--- config.mk ---
export PLATFORM = sky130hd
export DESIGN_NAME = htbv_bin_store
export DESIGN_NICKNAME = d
export VERILOG_FILES = /design/src/design/hashed_token_bag_vectorizer_assert.svh /design/src/design/htbv_pkg.sv /design/src/design/htbv_bin_store.sv
export SDC_FILE = /design/constraint.sdc
export NUM_CORES = 2
export LEC_CHECK = 0
export CAP_MARGIN = 20
export CORE_UTILIZATION = 65
export CTS_CLUSTER_DIAMETER = 120
export DETAILED_ROUTE_END_ITERATION = 10
export DONT_BUFFER_PORTS = 1
export PLACE_DENSITY_LB_ADDON = 0.05
export SYNTH_ARGS = -nofsm -noshare
export SYNTH_HDL_FRONTEND = slang
export SYNTH_SLANG_ARGS = --single-unit
--- constraint.sdc ---
create_clock -name clk -period 4.75 [get_ports clk]
set_input_delay 0.7125 -clock clk [delete_from_list [all_inputs] [get_ports clk]]
set_output_delay 0.7125 -clock clk [all_outputs]
set_load 0.02 [all_outputs]
--- src/design/hashed_token_bag_vectorizer_assert.svh ---
// Assertion macros for the hashed token bag vectorizer.
// Used by the top-level module hashed_token_bag_vectorizer; needs a signal named clk and one named rst.
`ifndef HASHED_TOKEN_BAG_VECTORIZER_ASSERT_SVH
`define HASHED_TOKEN_BAG_VECTORIZER_ASSERT_SVH

// Check on every clock edge outside of reset.
`define HTBV_ASSERT(label, prop, msg) \
  label: assert property (@(posedge clk) disable iff (rst) (prop)) else $error(msg);

// Check on every clock edge, reset included.
`define HTBV_ASSERT_ALWAYS(label, prop, msg) \
  label: assert property (@(posedge clk) (prop)) else $error(msg);

`endif

--- src/design/htbv_pkg.sv ---
// Shared widths, codes and types of the hashed token bag vectorizer.
// No dependencies; used by the interfaces, the bin store and the top level.
package htbv_pkg;

  // Vector size and the widths that follow from it
  localparam int DIM         = 256;
  localparam int IDX_W       = $clog2(DIM);
  localparam int ACTION_W    = 2;
  localparam int BYTE_W      = 8;
  localparam int BIN_INDEX_W = 8;
  localparam int COUNT_W     = 16;
  localparam int SUM_W       = 39;
  localparam int TOTAL_W     = 32;
  localparam int HASH_W      = 32;
  // Exact sum of squares: each square is below 2^(2*COUNT_W-1), DIM of them
  localparam int SQ_W        = 2 * COUNT_W - 1 + IDX_W;
  localparam int SUM_INT_W   = (SQ_W > SUM_W) ? SQ_W : SUM_W;

  // FNV-1a constants
  localparam logic [HASH_W-1:0] HASH_BASIS = 32'd2166136261;
  localparam logic [HASH_W-1:0] HASH_PRIME = 32'd16777619;

  // Saturation limits of one bin count
  localparam logic signed [COUNT_W-1:0] COUNT_MAX = {1'b0, {(COUNT_W-1){1'b1}}};
  localparam logic signed [COUNT_W-1:0] COUNT_MIN = {1'b1, {(COUNT_W-1){1'b0}}};

  // Request codes
  typedef enum logic [ACTION_W-1:0] {
    ACT_BYTE  = 2'd0,
    ACT_END   = 2'd1,
    ACT_READ  = 2'd2,
    ACT_CLEAR = 2'd3
  } action_t;

  // Result codes
  localparam logic KIND_SUMMARY = 1'b0;
  localparam logic KIND_READ    = 1'b1;

  // Commands from the controller to the bin store
  typedef struct packed {
    logic                       rd_en;
    logic [IDX_W-1:0]           rd_addr;
    logic                       wr_en;
    logic [IDX_W-1:0]           wr_addr;
    logic signed [COUNT_W-1:0]  wr_data;
    logic                       clear;
  } bin_op_t;

endpackage

--- src/design/htbv_bin_store.sv ---
// Bin count store: one synchronous RAM with a registered read port and per-entry valid bits.
// Depends on htbv_pkg; an entry never written since reset or clear reads as zero.
module htbv_bin_store (
  input  logic                                clk,
  input  logic                                rst,
  input  htbv_pkg::bin_op_t                   op,
  output logic signed [htbv_pkg::COUNT_W-1:0] rd_data
);

  logic signed [htbv_pkg::COUNT_W-1:0] mem [htbv_pkg::DIM];
  logic [htbv_pkg::DIM-1:0]            vld;
  logic signed [htbv_pkg::COUNT_W-1:0] rd_word;
  logic                                rd_vld;

  // Write port and registered read port
  always_ff @(posedge clk) begin
    if (op.wr_en) begin
      mem[op.wr_addr] <= op.wr_data;
    end
    if (op.rd_en) begin
      rd_word <= mem[op.rd_addr];
    end
  end

  // Drop all entries at once on reset or clear, mark entries as they are written
  always_ff @(posedge clk) begin
    if (rst || op.clear) begin
      vld <= '0;
    end else if (op.wr_en) begin
      vld[op.wr_addr] <= 1'b1;
    end
  end

  // Capture the valid bit alongside the read data
  always_ff @(posedge clk) begin
    if (rst) begin
      rd_vld <= 1'b0;
    end else if (op.rd_en) begin
      rd_vld <= vld[op.rd_addr];
    end
  end

  assign rd_data = rd_vld ? rd_word : '0;

endmodule

======== Word-level counts from Yosys, hierarchy flattened ========
Memory sizes are Yosys's and may differ from the RTL's. A register that Yosys moved wholly into a read port is not among the register bits.
Index checks and enable logic that the tools add are counted.
W data, S select, Z words.
storage, ports and cells
  flip-flop bits (word level) ............. 257
  memory bits (writable) .................. 4096
  memories kept ........................... 1
memories
  name  words  width  read ports  clocked after memory_dff  write ports  RTL line              text
  mem   256    16     1           1                         1            htbv_bin_store.sv:10  logic signed [htbv_pkg::COUNT_W-1:0] mem [htbv_pkg::DIM];
cells by class
  $lt $le $gt $ge ......................... 3
  mux-type cells .......................... 7
  bitwise operators ....................... 1
  reduce and logical (&&, ||, !) cells .... 2
operators with widths
  operator              number
  $or A256 B256 Y256    1
  $lt A8 B9 Y1 const B  2
  $mux W16              1
  $bmux W1 S8           1
  $demux W1 S8          1
  $ge A8 B1 Y1 const B  1
  $mux W1               4
  $logic_and A1 B1 Y1   1
  $logic_or A1 B1 Y1    1

======== Depth between registers and ports, before layout ========
  depth after elaboration ................. 5
  gate-level depth with buffers ........... 11
  gate-level depth less buffers ........... 6

======== Worst setup path after synthesis ========
OpenSTA, ideal clock, no wires.
  path type ............................... input to register
  start ................................... input port op[27] in the netlist's numbering
  end ..................................... register rd_word[10] in the netlist's numbering (read register of mem), data pin
  arrival time ............................ 2.727 ns
  setup slack ............................. 1.764 ns
  stages on the path ...................... 10
  path buffers ............................ 4
  path through ............................ buf_2 -> buf_2 -> clkbuf_1 -> buf_1 -> mux4_2 -> a22oi_1 -> a21oi_1 -> nor4_1 -> o22ai_1 -> or2_1
RTL lines
  item                RTL line              text
  start: declaration  htbv_bin_store.sv:6   input htbv_pkg::bin_op_t op,
  end: declaration    htbv_bin_store.sv:12  logic signed [htbv_pkg::COUNT_W-1:0] rd_word;

==> summary.md <==
The flow ran to the end, but the final reports show violations. The checks that failed: slew limit. Combinational logic is responsible for 4.6% of the overall power. The core region is 0.252 mm2. For the net switching power figure, the log shows 0.0166 W. For this run, the total global-route usage over all layers was measured as 35.1%. TritonCTS built the clock tree. Entering global routing, the biggest net connects 1087 pins. Net switching share of the total power: 20.7%.

Derived from the worst setup path, the maximum achievable clock frequency is 230 MHz. The logs give 52.7% for the fraction of power consumed by sequential logic and 65.5% for the initial core utilization. The clock passes through at most 4 buffers. The adder-cell share of the synthesized area is 0%.

Across the whole layout, storage elements account for 0.129 mm2. Main combinational cell family by area after synthesis: multiplexers. The number of fill cells was 14.0k; the mapped cell area was 0.165 mm2. For the final database, setup skew stands at 0.0716 ns.

Setup repair after global routing left no endpoint under its margin. In the final layout, the share of cells above drive strength 1 is 27.4%. For this run, design rule violations remaining after detail routing come to 0. The average detailed-routed wire length per instance is 37.3 um.

Of the total synthesized cell area, the portion taken by AND, OR, NAND and NOR gates is 2.32%. The share of total power dissipated in the clock network is 42.7%. Max-cap violations in this run came to 0.

After legalization and detailed placement, the total HPWL measured 223 mm. The nature of the critical path endpoint was a flip-flop. The H-tree depth reported by CTS is 5. The number of nets in the synthesized netlist is 7788. The first routing iteration left 13.0k violations. The routed design has 445 mm of wire. The distinct cell type count after synthesis came out at 45.

Counting I/O delays and the setup requirement, the final critical path takes 4.35 ns. The post-cts sizing count is 0, and the final-stage net count is 8259. STA classifies the critical path startpoint as an input pin.

At the end of routability-driven placement, the weighted congestion stood at 0.833. Data on the critical path arrives at its endpoint at 5.07 ns. After global routing the overflow that remains totals 0. At the later pin of the worst-skew pair, clock insertion delay measures 1.02 ns.

The run gives 5.47 ns as the required time of the critical path. The critical path in this run is classified as input pin to flip-flop. Hold is met by 0.0567 ns. The path class of the tightest hold or removal check is input pin to flip-flop. The die boundary height is 506 um.

The wire length of the first global-routing pass is 623 mm, and the internal portion of total power is 0.0635 W. The die area is 0.256 mm2, and the count of input and output buffers is 0. The area used by multi-input combinational logic was 0.0347 mm2. Cell row count: 184.

The final-report hold violation count was 0. The number of ports placed on the die boundary is 53, and the post-synthesis to final-layout area growth is 13.4%. Measured against its own limit, the worst slew margin works out to -13.4%. The post-route cell area came out at 0.187 mm2. The cell area power density is 428 mW/mm2, and the number of clock buffers inserted by TritonCTS is 431. The run gives 4369 as the count of clock tree sinks. For the via count of the first global-routing pass, the log shows 82.6k.

The xor-xnor portion of the synthesized cell area came out at 0%. Worst slack at placement: -2.36 ns. The mux contribution to synthesized area is 14.8%, and the static leakage is 58.6 nW. The initial antenna violation count came out at 20. The width of the die came out at 506 um.

In the finished design, the share of the clock period the worst path needs comes to 91.6%. Clock-pin slew was measured on the worst setup and hold paths at 0.06 ns. The run gives 56 as the number of max-slew violations in the final report. The number of cells produced by synthesis was 7751. The synthesized netlist devotes 3.64% of its cell area to compound gates.

The average instance in the mapped netlist occupies 21.3 um2. The number of iterations in the first detailed-routing pass was 6. At the pin with the least slew margin, the transition time is 1.70 ns. The cell at the root of the clock tree is sky130_fd_sc_hd__clkbuf_16. Once placement finished, the instance area stood at 0.171 mm2. Setup slack of the critical path after layout: 0.400 ns. Sequential cells were found to cover 77.9% of the synthesized design area.

The final antenna-violating net count was 0. Cells fill 74.3% of the core in the end. Counting flops and latches in the post-synthesis netlist gives 4369. For the maximum ir drop on the vdd rail, the log shows 451 uV. The per-cell via count in the routed design is 7.07. The Yosys step of the flow raised 0 warnings. The top fanout value on the critical path was 170. Setup violations remaining at the end of the flow were counted as 0. The total vias in the final route was 84.3k.
[layer usage]
metal / GRT usage [%] / up-vias / part of all wire [%]
met2: 53.1 / 5642 / 47
met1: 51.0 / 44500 / 37
met3: 7.72 / 818 / 12
met5: 0 / - / 0.048
met4: 14.0 / 8 / 4.6
li1: - / 33300 / -
[final timing paths]
| path | startpoint | endpoint | slack [ns] | cells after the start |
|---|---|---|---|---|
| setup / recovery | op[27] | rd_word[9] | 0.40 | 9 |
| hold / removal | op[7] | mem[163][6] | 0.06 | 1 |
| setup reg to reg | mem[195][9] | rd_word[9] | 1.40 | 7 |
| hold reg to reg | vld[6] | vld[6] | 0.47 | 2 |
[power groups by stage]
stage | Combinational [W] | Clock, W | Sequential [W]
after floorplan | 0.00187 | 0 | 0.0430
after global placement | 0.00269 | 0 | 0.0430
after detailed placement | 0.00270 | 0 | 0.0430
after CTS | 0.00344 | 0.0343 | 0.0422
after global routing | 0.00382 | 0.0357 | 0.0422
final | 0.00369 | 0.0342 | 0.0422
[state kept, by name, summed over array words and instances (netlist names)]
register / flops
rd_word: 16
rd_vld: 1
vld: 256
mem: 4096
[cells by family after synthesis]
group | Yosys count
flip-flops | 4369
multiplexers | 1100
AND/OR/NAND/NOR | 920
AO/OA/AOI/OAI | 883
buffers and inverters | 479
[cell usage in the layout, fill, tap and decap left out, drive strengths merged, types with 2 or more instances in the layout]
master	Yosys	routed
dfxtp	257	257
o221ai	5	5
mux2i	20	20
clkinvlp	0	14
mux4	1078	1078
o22ai	37	37
nand2	38	38
inv	4	10
o21ba	29	29
clkinv	0	164
a221oi	2	2
nor2	722	722
o21ai	4	4
diode	0	20
nand2b	7	7
o211ai	2	2
nor2b	11	11
a21oi	265	265
bufbuf	0	4
and2	17	17
nor4	64	64
a311oi	2	2
a211oi	2	2
dlygate4sd3	0	2
or2	21	21
mux2	2	2
clkbuf	269	543
nand3	25	25
buf	206	504
a22oi	526	526
a21boi	2	2
nand4	9	9
bufinv	0	52
edfxtp	4112	4112
nor4b	2	2
o31ai	2	2
[per-stage QoR]
| step | total power [W] | setup TNS [ns] | cells |
|---|---|---|---|
| global route | 0.0817 | 0 | 11900 |
| CTS | 0.0800 | 0 | 11900 |
| detailed placement | 0.0457 | -38.30 | 11100 |
| global placement | 0.0457 | -39.13 | 11100 |
| finish | 0.0801 | 0 | 11900 |
| floorplan | 0.0449 | 0 | 7751 |
[cell usage after synthesis, drive strengths merged]
library cell  number  share of area, %
and2              17             0.064
and3               1            0.0038
nor2b             11             0.042
a311o              1            0.0061
clkbuf           269              0.61
o22a               1            0.0053
nand4              9             0.034
a21oi            265              0.80
buf              206              0.63
o211ai             2            0.0091
a22o               1            0.0053
nand2             38             0.086
o21ai              4             0.012
nor2             722               1.6
a211oi             2            0.0091
a21boi             2            0.0091
mux2               2             0.014
dfxtp            257               3.1
nor3               1            0.0030
nand3b             1            0.0046
o32ai              1            0.0053
a22oi            526               2.4
nand2b             7             0.027
nor4b              2             0.011
or2               21             0.080
nor4              64              0.24
inv                4            0.0091
o221ai             5             0.027
mux4            1078                15
a31oi              1            0.0038
edfxtp          4112                75
a311oi             2             0.011
o31ai              2            0.0091
nand4b             1            0.0053
nand3             25             0.076
mux2i             20              0.12
o22ai             37              0.14
o21ba             29              0.18
a221oi             2             0.011
[repair_timing]
action | 4_1_cts | 5_1_grt
setup buffers | 0 | 0
hold buffers | 45 | 0
hold endpoints to repair | 2288 | 0
setup endpoints to repair | 17 | 17
pin swaps | 0 | 0
gates cloned | 4 | 3
[critical path, stage by stage]
cell,delay (ns)
sky130_fd_sc_hd__buf_16,0.47
sky130_fd_sc_hd__buf_16,0.65
sky130_fd_sc_hd__mux4_2,0.42
sky130_fd_sc_hd__a22oi_1,0.31
sky130_fd_sc_hd__a21oi_1,0.22
sky130_fd_sc_hd__nor4_1,0.79
sky130_fd_sc_hd__buf_4,0.28
sky130_fd_sc_hd__o22ai_1,0.27
sky130_fd_sc_hd__or2_1,0.34
[area by class of cell]
class / count / share of cell area, %
tap: 3348 / 2.24
multi-input combinational: 2903 / 18.5
sequential: 4369 / 68.8
antenna: 20 / 0.0268
timing repair buffer: 513 / 2.90
inverter: 4 / 0.00803
clock inverter: 236 / 1.37
clock buffer: 540 / 6.16
Note: power is estimated with default switching activity, not from simulation.
